File: src/design/rsmp_pkg.sv
// Shared types, constants and filter coefficients for the 48k-to-32k
// stereo resampler. No dependencies.
package rsmp_pkg;

  localparam int SAMPLE_W     = 16;
  localparam int FRAC_W       = 15;
  localparam int ACC_W        = 40;
  localparam int INTERP_TAP_N = 28;
  localparam int DECIM_TAP_N  = 29;

  typedef logic signed [SAMPLE_W-1:0] sample_t;

  typedef struct packed {
    sample_t left_in;
    sample_t right_in;
  } in_req_t;

  typedef struct packed {
    sample_t left_out;
    sample_t right_out;
  } out_req_t;

  // Delay-line control: shift moves every cell one place toward the tap,
  // load puts din into the far end instead of wrapping the tap around.
  typedef struct packed {
    logic shift;
    logic load;
  } line_ctl_t;

  // MAC control: clr empties the accumulator, en feeds one product.
  typedef struct packed {
    logic clr;
    logic en;
  } mac_ctl_t;

  typedef enum logic [2:0] {
    ST_IDLE,
    ST_IMAC,
    ST_IDRAIN,
    ST_PUSH0,
    ST_PUSH1,
    ST_DMAC,
    ST_DDRAIN,
    ST_DOUT
  } state_t;

  // Decimator keeps the interpolated sample seen at this phase.
  localparam logic [1:0] PHASE_OUT = 2'd2;

  localparam sample_t INTERP_COEF [INTERP_TAP_N] = '{
    16'hffcd, 16'h0044, 16'hff96, 16'h00aa, 16'hfef9, 16'h0181,
    16'hfded, 16'h02b9, 16'hfc96, 16'h041a, 16'hfb40, 16'h054f,
    16'hfa43, 16'h0602, 16'h7a15, 16'h0602, 16'hfa43, 16'h054f,
    16'hfb40, 16'h041a, 16'hfc96, 16'h02b9, 16'hfded, 16'h0181,
    16'hfef9, 16'h00aa, 16'hff96, 16'h0044
  };

  localparam sample_t DECIM_COEF [DECIM_TAP_N] = '{
    16'hffea, 16'h0028, 16'hffb3, 16'h008e, 16'hff0c, 16'h0183,
    16'hfdc6, 16'h0315, 16'hfbf8, 16'h0503, 16'hfa0b, 16'h06ca,
    16'hf88f, 16'h07dc, 16'h780f, 16'h07dc, 16'hf88f, 16'h06ca,
    16'hfa0b, 16'h0503, 16'hfbf8, 16'h0315, 16'hfdc6, 16'h0183,
    16'hff0c, 16'h008e, 16'hffb3, 16'h0028, 16'hffea
  };

endpackage

File: src/design/rsmp_cell.sv
// One delay-line cell: a single sample register, cleared on reset.
// Depends on rsmp_pkg.
module rsmp_cell (
  input  logic             clk,
  input  logic             rst_n,
  input  logic             en,
  input  rsmp_pkg::sample_t d,
  output rsmp_pkg::sample_t q
);
  import rsmp_pkg::*;

  sample_t q_r;

  always_ff @(posedge clk) begin
    if (!rst_n) begin
      q_r <= '0;
    end else if (en) begin
      q_r <= d;
    end
  end

  assign q = q_r;

endmodule

File: src/design/rsmp_line.sv
// Ring of rsmp_cell instances forming one delay line; cell 0 holds the
// oldest sample and is the tap. Depends on rsmp_pkg and rsmp_cell.
module rsmp_line #(
  parameter int DEPTH = rsmp_pkg::DECIM_TAP_N
) (
  input  logic                clk,
  input  logic                rst_n,
  input  rsmp_pkg::line_ctl_t ctl,
  input  rsmp_pkg::sample_t   din,
  output rsmp_pkg::sample_t   tap
);
  import rsmp_pkg::*;

  sample_t q [DEPTH];

  for (genvar i = 0; i < DEPTH; i++) begin : g_cell
    sample_t d;
    if (i == DEPTH - 1) begin : g_end
      // Far end: new sample on a load, otherwise wrap the tap around.
      assign d = ctl.load ? din : q[0];
    end else begin : g_mid
      assign d = q[i+1];
    end
    rsmp_cell u_cell (
      .clk  (clk),
      .rst_n(rst_n),
      .en   (ctl.shift),
      .d    (d),
      .q    (q[i])
    );
  end

  assign tap = q[0];

endmodule

File: config.mk
export PLATFORM = sky130hd
export DESIGN_NAME = rsmp_line
export DESIGN_NICKNAME = d
export VERILOG_FILES = /design/src/design/rsmp_pkg.sv /design/src/design/rsmp_cell.sv /design/src/design/rsmp_line.sv
export SDC_FILE = /design/constraint.sdc
export NUM_CORES = 1
export LEC_CHECK = 0
export BUFFER_PORTS_ARGS = -buffer_cell sky130_fd_sc_hd__buf_2
export CAP_MARGIN = 20
export CORE_UTILIZATION = 25
export CTS_BUF_LIST = sky130_fd_sc_hd__clkbuf_8
export CTS_CLUSTER_DIAMETER = 150
export DETAILED_ROUTE_END_ITERATION = 7
export SYNTH_ARGS = -nofsm -noshare
export SYNTH_HDL_FRONTEND = slang
export SYNTH_HIERARCHICAL = 1
export SYNTH_SLANG_ARGS = --single-unit
File: constraint.sdc
create_clock -name clk -period 1.9 [get_ports clk]
set_input_delay 0 -clock clk [delete_from_list [all_inputs] [get_ports clk]]
set_output_delay 0 -clock clk [all_outputs]
set_load 0.02 [all_outputs]
After elaboration in Yosys (flattened, before gate mapping)

Cells that the tools add are included.

Word-level logic and storage cells: 30
Output and inout bits: 16
Input port bits: 20
Bits in registers: 464

Muxes and demuxes: 1

Operator list:

| operator | count |
|---|---|
| $mux 16  | 1 |

Longest topological paths before layout

Depth in word-level cells: 1
Mapped depth: 5
Depth with buffers taken out: 3

Cells and area by module

The synthesis kept the hierarchy.

By module, submodules not included:

| module    | area an instance (sq um) | times used | seq. area each (sq um) | cells an instance |
|---|---|---|---|---|
| rsmp_cell | 615.6                    | 29         | 320.3                  | 51 |
| rsmp_line | 249.0                    | 1          | 0.0                    | 18 |

Worst setup path before layout

Ideal clock, no wire load.

Kind: reg-to-reg
From: register g_cell[0].u_cell.q_r[10]
To: register g_cell[28].u_cell.q_r[10]
Arrival time: 808 ps
Cell stages (with the launch flop): 4
Buffers on the path: 0
Setup slack: 976 ps
Library setup time: 116 ps
Clock period less this slack: 924 ps
Required time: 1784 ps
Cell sequence: dfxtp_1 mux2_4 mux2i_1 nor2b_1

Longest elaborated chain between the ends: 1

Ends and longest elaborated chain:

| item                   | line            | source |
|---|---|---|
| start, declared        | rsmp_cell.sv:12 | `sample_t q_r;` |
| start signal, assigned | rsmp_cell.sv:16 | `q_r <= '0;` |
| start signal, assigned | rsmp_cell.sv:18 | `q_r <= d;` |
| $mux 16                | rsmp_line.sv:20 | `assign d = ctl.load ? din : q[0];` |
| net g_cell[28].d[10]   | rsmp_line.sv:17 | `sample_t d;` |
| end signal, assigned   | rsmp_cell.sv:16 |  |
| end signal, assigned   | rsmp_cell.sv:18 |  |
| end, declared          | rsmp_cell.sv:12 |  |

The timed path passes the listed nets, and every way through them passes these cells.
A chain may end at the register's enable or synchronous reset.

==> results.json <==
{
  "outcome": "completed",
  "overflow": 0,
  "top_usage_layer": "met2",
  "yosysWarnings": 6,
  "grtUsageTotal_pct": 7.27,
  "drtIter0Drc": 389,
  "ios": 36,
  "syn-num-nets": 1517,
  "grtUsageMet3_pct": 2.33,
  "synthXorXnorAreaFrac_pct": 0,
  "reg2reg_slack_ns": 0.45,
  "first_global_vias": 9716,
  "worstPathRequired_ns": 2.41,
  "hold_end": "g_cell[28].u_cell/q[14]$_SDFFE_PN0P_",
  "yosysSeqAreaShare_pct": 51.3,
  "dieArea_sq_um": 73500,
  "critPathLaunchType": "input port",
  "crit_arrival_ns": 2.05,
  "die_h_microns": 271,
  "cts.sinks": 464,
  "areaGrowthSynthToFinish_pct": 13.1,
  "async_flop_share_pct": 0,
  "worst_pin_slew_ns": 0.589,
  "crit_path_max_fanout": 58,
  "cts.clk_slew.worst_paths_ns": 0.06,
  "critPathCaptureType": "flop",
  "hold_depth": 4,
  "dpl_worst_slack_ns": 0.690,
  "dpl.hpwl_mm": 15.2,
  "cts_setup_buffers": 0,
  "cap_violations": 0,
  "grt_max_degree": 119,
  "gp_congestion": 0.673,
  "wl_mm": 26.6,
  "synthTopCellsByCount": "dfxtp_1, mux2i_1, nor2b_1",
  "p_leak_nw": 8.20,
  "synth_edf_count": 0,
  "clock_skew_ns": 0.0268,
  "ys_ff_latch": 464,
  "grt_pass1_wl_mm": 45.7,
  "synthMuxAreaShare_pct": 26.9,
  "gr-usage-met1_pct": 9.16,
  "clk_latency_ns": 0.64,
  "clock-root-buffer": "clkbuf_8",
  "yosysUniqueCellTypes": 8,
  "synth_area_per_cell_sq_um": 12.1,
  "grt.met2_usage_pct": 11.0,
  "vias": 9811,
  "chipWidth_microns": 271,
  "syn-cell-area_sq_um": 18100,
  "min_period_ns": 1.54,
  "fin_ws_ns": 0.361,
  "critPathLaunch": "ctl[1]",
  "synth_top_family_by_area": "multiplexers",
  "rsz0062_at_grt": "false",
  "cts_buffers": 78,
  "drc": 0,
  "ir_drop_uv": 555,
  "ctsResizeCount": 0,
  "synth_area_leaders": "dfxtp_1, mux2i_1, nor2b_1",
  "fin_nets": 1582,
  "start_util_pct": 25.3,
  "r2r_start": "g_cell[0].u_cell/q[8]$_SDFFE_PN0P_",
  "powerDensity_nw_per_um2": 935,
  "slew_viol_final": 0,
  "num_rows": 98,
  "antenna_found_initial": 3,
  "r2r-end": "g_cell[28].u_cell/q[8]$_SDFFE_PN0P_",
  "synth.top_cell.area_share_pct": 51.3,
  "ff2ff_path_depth": 4,
  "synth.largest_area_cell": "dfxtp_1",
  "relSlewSlack_pct": 60.7,
  "via_per_inst": 3.82,
  "fmax_mhz": 650,
  "htreeDepth": 3,
  "hold_buffers": 22,
  "post-route-period-util_pct": 81.0,
  "ant_nets": 0,
  "drt_pass1_iterations": 4,
  "finalSetupTns_ns": 0,
  "coreArea_sq_um": 71600,
  "yosys.area_share.adder_pct": 0,
  "synth_compound_area_share_pct": 0,
  "cts_tree": "built",
  "place.port_buffers": 35,
  "hold_path_class": "input port to flop",
  "setup_violations": 0,
  "hold_start": "ctl[0]",
  "largest_register_ffs": 464,
  "netlist_instances": 1497,
  "routedWlPerCell_microns": 10.4,
  "synthFlopType": "dfxtp_1",
  "clk_path_buf_depth": 3,
  "hold_violations": 0,
  "synthSimpleGateAreaFrac_pct": 16.0,
  "drive_above_1_share_pct": 10.7,
  "crit_type": "input port to flop"
}
[routing by layer]
| layer | share of wire, % | vias up | wire (microns) |
|---|---|---|---|
| met1 | 50 | 4497 | 13300 |
| met2 | 42 | 99 | 11200 |
| li1 | - | 5131 | - |
| met5 | 0.049 | - | 13 |
| met3 | 4.0 | 82 | 1060 |
| met4 | 3.8 | 2 | 1000 |
[report_power, final]
part / switching (mW) / internal, mW
clock: 3.74 / 4.76
combinational: 0.410 / 0.457
sequential: 0.0147 / 9.76
[cell families (layout without fill, tap and decap cells)]
logic type	Yosys count	count (layout)
flip-flops	464	464
AND/OR/NAND/NOR	464	464
buffers and inverters	89	206
other	0	2
multiplexers	480	480
[critical path, cell delays in order]
cell and delay (ns):
dlygate4sd3_1 0.61, buf_8 0.19, buf_12 0.32, mux2i_1 0.23
nor2b_1 0.05, dlygate4sd3_1 0.55
[cell usage in the layout, fill, tap and decap left out]
master	instances
buf_12	12
buf_2	33
buf_4	5
buf_8	2
clkbuf_8	102
clkinv_2	1
clkinv_8	1
dfxtp_1	464
diode_2	2
dlygate4sd3_1	22
inv_1	27
inv_6	1
mux2_2	6
mux2_4	10
mux2i_1	464
nor2b_1	464
[area by class of cell]
class	count	area, sq um
flip-flops and latches	464	9290
fillers	7360	51100
diodes	2	5.00
well taps	950	1190
repair buffers	74	693
clock inverters	30	131
multi-input cells	944	7760
clock buffers	102	1400
[how the worst max path moves through the flow]
stage	slack [ns]	cells past startpoint	to
3_3_place_gp	0.71	5	g_cell[28].u_cell/q[15]$_SDFFE_PN0P_
2_1_floorplan	0.98	3	g_cell[28].u_cell/q[10]$_SDFFE_PN0P_
6_report	0.36	6	g_cell[28].u_cell/q[8]$_SDFFE_PN0P_
4_1_cts	0.44	6	g_cell[28].u_cell/q[12]$_SDFFE_PN0P_
5_1_grt	0.29	6	g_cell[28].u_cell/q[8]$_SDFFE_PN0P_
3_5_place_dp	0.69	5	g_cell[28].u_cell/q[15]$_SDFFE_PN0P_
[through the flow]
| stage | utilization (%) | hold WS, ns | power [mW] | instances | area [sq um] |
|---|---|---|---|---|---|
| after floorplan | - | 0.128 | 10.8 | 1497 | 18100 |
| after global placement | 26.1 | 0.370 | 10.8 | 2410 | 18700 |
| after detailed placement | 26.1 | 0.379 | 10.8 | 2410 | 18700 |
| after CTS | 28.6 | 0.0702 | 19.6 | 2564 | 20500 |
| after global routing | 28.6 | 0.107 | 20.0 | 2566 | 20500 |
| final | 28.6 | 0.118 | 19.1 | 2566 | 20500 |
No activity file was read; power rests on OpenSTA's default activity.
