==> config.mk <==
export PLATFORM = sky130hd
export DESIGN_NAME = rsmp_mac
export DESIGN_NICKNAME = d
export VERILOG_FILES = /design/src/design/rsmp_pkg.sv /design/src/design/rsmp_mac.sv
export SDC_FILE = /design/constraint.sdc
export NUM_CORES = 1
export LEC_CHECK = 0
export BUFFER_PORTS_ARGS = -buffer_cell sky130_fd_sc_hd__buf_2
export CORE_ASPECT_RATIO = 2
export CORE_MARGIN = 2
export CORE_UTILIZATION = 54
export DETAILED_ROUTE_END_ITERATION = 16
export PLACE_DENSITY_LB_ADDON = 0.3
export SYNTH_ARGS = -nofsm -noshare
export SYNTH_HDL_FRONTEND = slang
export SYNTH_SLANG_ARGS = --single-unit
==> constraint.sdc <==
create_clock -name clk -period 5.9 [get_ports clk]
set_clock_uncertainty 0.05 [all_clocks]
set_input_delay 0.295 -clock clk [delete_from_list [all_inputs] [get_ports clk]]
set_output_delay 0.295 -clock clk [all_outputs]
set_load 0.01 [all_outputs]
==> src/design/rsmp_pkg.sv <==
// Shared types, constants and filter coefficients for the 48k-to-32k
// stereo resampler. No dependencies.
package rsmp_pkg;

  localparam int SAMPLE_W     = 16;
  localparam int FRAC_W       = 15;
  localparam int ACC_W        = 40;
  localparam int INTERP_TAP_N = 28;
  localparam int DECIM_TAP_N  = 29;

  typedef logic signed [SAMPLE_W-1:0] sample_t;

  typedef struct packed {
    sample_t left_in;
    sample_t right_in;
  } in_req_t;

  typedef struct packed {
    sample_t left_out;
    sample_t right_out;
  } out_req_t;

  // Delay-line control: shift moves every cell one place toward the tap,
  // load puts din into the far end instead of wrapping the tap around.
  typedef struct packed {
    logic shift;
    logic load;
  } line_ctl_t;

  // MAC control: clr empties the accumulator, en feeds one product.
  typedef struct packed {
    logic clr;
    logic en;
  } mac_ctl_t;

  typedef enum logic [2:0] {
    ST_IDLE,
    ST_IMAC,
    ST_IDRAIN,
    ST_PUSH0,
    ST_PUSH1,
    ST_DMAC,
    ST_DDRAIN,
    ST_DOUT
  } state_t;

  // Decimator keeps the interpolated sample seen at this phase.
  localparam logic [1:0] PHASE_OUT = 2'd2;

  localparam sample_t INTERP_COEF [INTERP_TAP_N] = '{
    16'hffcd, 16'h0044, 16'hff96, 16'h00aa, 16'hfef9, 16'h0181,
    16'hfded, 16'h02b9, 16'hfc96, 16'h041a, 16'hfb40, 16'h054f,
    16'hfa43, 16'h0602, 16'h7a15, 16'h0602, 16'hfa43, 16'h054f,
    16'hfb40, 16'h041a, 16'hfc96, 16'h02b9, 16'hfded, 16'h0181,
    16'hfef9, 16'h00aa, 16'hff96, 16'h0044
  };

  localparam sample_t DECIM_COEF [DECIM_TAP_N] = '{
    16'hffea, 16'h0028, 16'hffb3, 16'h008e, 16'hff0c, 16'h0183,
    16'hfdc6, 16'h0315, 16'hfbf8, 16'h0503, 16'hfa0b, 16'h06ca,
    16'hf88f, 16'h07dc, 16'h780f, 16'h07dc, 16'hf88f, 16'h06ca,
    16'hfa0b, 16'h0503, 16'hfbf8, 16'h0315, 16'hfdc6, 16'h0183,
    16'hff0c, 16'h008e, 16'hffb3, 16'h0028, 16'hffea
  };

endpackage

==> src/design/rsmp_mac.sv <==
// Serial multiply-accumulate with a registered product, then arithmetic
// shift by FRAC_W and saturation to 16 bits. Depends on rsmp_pkg.
module rsmp_mac (
  input  logic               clk,
  input  logic               rst_n,
  input  rsmp_pkg::mac_ctl_t ctl,
  input  rsmp_pkg::sample_t  sample,
  input  rsmp_pkg::sample_t  coef,
  output rsmp_pkg::sample_t  result
);
  import rsmp_pkg::*;

  localparam int PROD_W = 2 * SAMPLE_W;
  localparam int HI_W   = ACC_W - FRAC_W;
  localparam logic signed [HI_W-1:0] MAX_V = HI_W'(32767);
  localparam logic signed [HI_W-1:0] MIN_V = -(HI_W'(32768));

  logic signed [PROD_W-1:0] prod_r;
  logic                     prod_vld_r;
  logic signed [ACC_W-1:0]  acc_r;
  logic signed [HI_W-1:0]   hi;

  always_ff @(posedge clk) begin
    if (!rst_n) begin
      prod_vld_r <= 1'b0;
    end else if (ctl.clr) begin
      prod_vld_r <= 1'b0;
    end else begin
      prod_vld_r <= ctl.en;
    end
  end

  always_ff @(posedge clk) begin
    prod_r <= sample * coef;
    if (ctl.clr) begin
      acc_r <= '0;
    end else if (prod_vld_r) begin
      acc_r <= acc_r + ACC_W'(prod_r);
    end
  end

  // Dropping the low bits is the floor shift.
  assign hi = $signed(acc_r[ACC_W-1:FRAC_W]);

  always_comb begin
    if (hi > MAX_V) begin
      result = 16'sh7fff;
    end else if (hi < MIN_V) begin
      result = 16'sh8000;
    end else begin
      result = hi[SAMPLE_W-1:0];
    end
  end

endmodule

# ---- After elaboration in Yosys (flattened, before gate mapping)
# Cells that the tools add are included.
dict set report totals {
  reg_bits 73
  latch_bits 0
  ram_bits 0
  rom_bits 0
  in_bits 36
  out_inout_bits 16
  n_memories 0
}
dict set report op_classes {
  add_sub_neg 1
  multipliers 1
  n_div 0
  n_lt_le_gt_ge 2
  eq_ne 0
  shift 0
  n_mux 2
  bitwise 1
  n_reduce_logical 1
}
# operator n
set op_table {}
lappend op_table {{adder 40 x 32 -> 40 bit} 1}
lappend op_table {{multiplier 16 x 16 -> 32 bit} 1}
lappend op_table {{two-way mux 16 bit} 2}
lappend op_table {{greater-than comparator 25 x 16 -> 1 bit, second input constant} 1}
lappend op_table {{less-than comparator 25 x 16 -> 1 bit, second input constant} 1}
lappend op_table {{OR reduction 2 bit} 1}
lappend op_table {{inverter 1 bit} 1}

# ---- Logic depth before layout (Yosys ltp)
dict set report depth {
  word_depth 3
  depth_mapped 25
  depth_no_buf 23
}

# ---- Worst setup path before layout
# Ideal clock, no wire load.
dict set report synth_timing {
  kind {in2reg}
  startpoint {input coef[1]}
  endpoint {register prod_r[31]}
  setup_ns 0.072
  t_arrival_ns 5.930
  required_time_ns 5.778
  setup_slack_ns -0.152
  path_stages 21
  path_buffers 1
  cell_sequence {clkbuf_1 nand2_1 inv_1 fa_1 fa_1 fa_1 fa_1 fa_1 inv_1 fa_1 inv_1 ha_1 a21o_1 a21oi_1 o21bai_1 a21o_1 nor3_1 o211ai_1 a31o_2 a21oi_1 xnor2_1}
}
dict set report synth_via {
  elab_chain_cells 1
}
# element line_no
set synth_lines {}
lappend synth_lines {{from (decl)} rsmp_mac.sv:8} ;# input rsmp_pkg::sample_t coef,
lappend synth_lines {{multiplier 16 x 16 -> 32 bit} rsmp_mac.sv:34} ;# prod_r <= sample * coef;
lappend synth_lines {{to (signal assigned)} rsmp_mac.sv:34}
lappend synth_lines {{to (decl)} rsmp_mac.sv:18} ;# logic signed [PROD_W-1:0] prod_r;
# Every way passes these cells.
# A chain may end at the register's enable or synchronous reset.

# ---- Final worst setup path
dict set report layout_timing {
  startpoint {input coef[4]}
  endpoint {register prod_r[25]}
}
# Same word-level chain as after synthesis.

==> results.md <==
- Vias in the first global route: about 12k
- CP arrival: 5830 ps
- Number of clock buffers inserted by TritonCTS: 9
- Share of synthesized flip-flops with an asynchronous set or reset: 0%
- Core Rows: 84
- Slack of the critical path: around 250 ps
- Largest net degree at the start of global routing: 42
- Clock slew at reported path FFs: ~70 ps
- Per-instance average area after synthesis: 8.86 sq um
- Quantity of I/O buffers inserted on ports: roughly 50
- Total number of yosys warnings: 0
- Status: complete, no violations
- Routed wl met2: between 15 and 20 mm
- Routed vias/inst: between 5 and 6
- Cell count after synthesis: about 1.6k
- Final Hold Viols: 0
- Setup crit start kind: input port
- Ant. Diodes: 0
- Final setup violation count: 0
- Weighted congestion reported at the end of routability-driven placement: between 0.9 and 1
- Routed length per instance: roughly 16 microns
- Setup CP Type: in -> reg
- Die Width: about 120 microns
- HP Class: in -> reg
- Number of placed I/O pins: 52
- Period utilisation layout: a little over nine tenths
- FF+latch count, synth: between 70 and 80
- Clk root buf: sky130_fd_sc_hd__clkbuf_16
- Final min period: between 5000 and 6000 ps
- Clock latency on the worst-skew pair: approximately 340 ps
- Least-Margin Pin Slew: around 1100 ps
- Proportion of layout cells with a drive suffix above 1: a little under a tenth
- EDFF count, synth: 0
- Library cell contributing the largest single delay on the critical path: sky130_fd_sc_hd__fa_1
- Fmax: 177 MHz
- Syn nets: around 2k
- CTS tree: built
- Height of the die: roughly 230 microns
- Global-route wire length before repair: 56.9 mm
- Max_slew headroom: between 20 and 25%
- Via count: about 11k
- CP endpoint kind: register
- # H-tree levels: 3
- Area Overhead vs Synth: 9.67%
- CP max stage delay: ~550 ps
- Number of search-and-repair iterations in the first detailed-routing pass: 5
- Most frequent CP cell: sky130_fd_sc_hd__fa_1
- All-layer global routing usage: 25.5%
- Reg-to-reg setup timing slack: 2590 ps
- Maximum net fanout on the critical path: 12
- Data required time of the worst path: between 6000 and 7000 ps
- Antenna-violating nets left: 0
- Met1 Wirelength: about 13 mm
- CTS sink cnt: 73
- Unique masters post-synth: 67
- Number of DRC violations after detailed-routing iteration 0: ~600
- Routed length on met3: approximately 1.5 mm
- Detail Placement HPWL: 28.2 mm
- Layout Nets: 2,103
- Highest routed layer: met4
- Fraction of the yosys area taken by sequential cells: between 10% and 20%
- Worst slack after detailed placement: -282 ps
- Flip-flop cell with the highest count after synthesis: sky130_fd_sc_hd__dfxtp_1
- Detailed-route wire length: about 33 mm
- Setup repair bufs after CTS: 0
- Largest buffer count on any clock path: 2
- Number of max-slew violations in the final report: 0
- Post-Syn Area: approximately 14,000 sq um
- Area inside the core boundary: around 26,000 sq um
- Overflow after GRT: 0
- Initial core utilization: 54.4%
- Filler cell count: approximately 2.4k
- Total DRC errors in the routed layout: 0
- Sequence of cells on the critical path: buf_2 -> and2_1 -> fa_1 -> inv_1 -> fa_1 -> fa_1 -> fa_1 -> inv_1 -> fa_1 -> inv_1 -> fa_1 -> inv_1 -> ha_1 -> buf_4 -> nand3_1 -> o22ai_1 -> nor3_1 -> a21oi_2 -> o21a_1 -> a21oi_1 -> o211ai_1 -> o311ai_2
- Die ar.: 27,700 sq um
- Maxcap violations: 0
- Antenna violations before repair: 0
flip-flops by register name, summed over array words and instances, names as in the netlist:
signal / count
acc_r: 40
prod_r: 32
prod_vld_r: 1
layer usage:
metal  up-vias  track usage [%]
li1       5138                -
met1      5390             31.2
met2       287             45.8
met3        69             3.61
met4         0             9.00
met5         -                0
metrics by stage:
step	hold WS, ps	util [%]	setup TNS (ps)	area (sq um)	cells
after floorplan	367	-	0	14200	1602
after global placement	404	58.4	-242	15200	2016
after detailed placement	416	58.4	-428	15200	2016
after CTS	132	59.6	0	15500	2032
after global routing	135	59.7	-21.0	15600	2032
final	137	59.7	0	15600	2032
worst paths after layout:
path                end  cells past startpoint  startpoint
max          prod_r[25]                     22     coef[4]
min          prod_vld_r                      2       rst_n
max reg2reg   acc_r[38]                     12    acc_r[0]
min reg2reg    acc_r[7]                      2    acc_r[7]
cell type report:
type / count / area [sq um] / area share (%)
clock inverters: 7 / 83.8 / 0.539
clock buffers: 9 / 225 / 1.45
well taps: 344 / 430 / 2.77
multi-input cells: 1146 / 11300 / 72.7
repair buffers: 118 / 791 / 5.08
flip-flops and latches: 73 / 1460 / 9.40
inverters: 335 / 1260 / 8.08
cells in the mapped netlist (4+ instances only):
cell type / instances / area, sq um
sky130_fd_sc_hd__nor2b_1: 6 / 37.5
sky130_fd_sc_hd__a21oi_1: 63 / 315
sky130_fd_sc_hd__nand4_1: 5 / 31.3
sky130_fd_sc_hd__a21o_1: 38 / 285
sky130_fd_sc_hd__o211ai_1: 6 / 45.0
sky130_fd_sc_hd__and3_1: 7 / 43.8
sky130_fd_sc_hd__a31oi_1: 8 / 50.1
sky130_fd_sc_hd__inv_1: 333 / 1250
sky130_fd_sc_hd__nor2_1: 74 / 278
sky130_fd_sc_hd__nand2_1: 169 / 634
sky130_fd_sc_hd__clkbuf_1: 45 / 169
sky130_fd_sc_hd__o21bai_1: 13 / 97.6
sky130_fd_sc_hd__nor3_1: 10 / 50.1
sky130_fd_sc_hd__xnor2_1: 45 / 394
sky130_fd_sc_hd__o21ai_0: 25 / 125
sky130_fd_sc_hd__fa_1: 263 / 5270
sky130_fd_sc_hd__or3_1: 5 / 31.3
sky130_fd_sc_hd__mux2i_1: 21 / 210
sky130_fd_sc_hd__and2_1: 124 / 776
sky130_fd_sc_hd__o31ai_1: 4 / 30.0
sky130_fd_sc_hd__ha_1: 121 / 1510
sky130_fd_sc_hd__nand3_1: 22 / 110
sky130_fd_sc_hd__xor2_1: 20 / 175
sky130_fd_sc_hd__dfxtp_1: 73 / 1460
sky130_fd_sc_hd__o21ai_1: 11 / 55.1
sky130_fd_sc_hd__o21a_1: 8 / 60.1
sky130_fd_sc_hd__a211oi_1: 11 / 82.6
sky130_fd_sc_hd__nand2b_1: 14 / 87.6
cells in the final DEF, fill, tap and decap left out, drive strengths merged, types with 5 or more instances in the layout:
master,synthesis,routed
inv,333,338
fa,263,263
nand2,169,169
and2,124,124
ha,121,121
buf,3,110
nor2,74,74
dfxtp,73,73
a21oi,65,65
xnor2,45,45
a21o,38,38
o21ai,36,36
nand3,22,22
mux2i,21,21
xor2,20,20
clkbuf,45,17
nand2b,14,14
o21bai,14,14
a211oi,12,12
nor3,10,10
o21a,8,8
a31oi,8,8
and3,7,7
o211ai,6,6
nor2b,6,6
or3,6,6
nand4,5,5
o31ai,5,5
a31o,5,5
cell families after synthesis:
| group | after synthesis | share of synthesized area, % |
|---|---|---|
| simple gates | 450 | 15.4 |
| fa+ha+maj | 384 | 47.8 |
| buf+inv | 383 | 10.2 |
| compound gates | 224 | 10.7 |
| flops | 73 | 10.3 |
| xor+xnor | 65 | 4.01 |
| mux | 23 | 1.67 |
worst max-delay path: cells and delay by family:
kind | cells | cell delay (ps)
AO/OA/AOI/OAI | 6 | 1200
AND/OR/NAND/NOR | 3 | 460
adder cells (fa/ha/maj) | 7 | 3330
buffers and inverters | 6 | 540
repair_timing:
action	CTS	global route
resized for setup	0	13
hold endpoints to repair	0	0
hold buffers	0	0
setup endpoints to repair	0	3
Power is left out: the tool's default activity adds up to more than one toggle a clock period on the data nets, which glitch-free logic cannot reach.
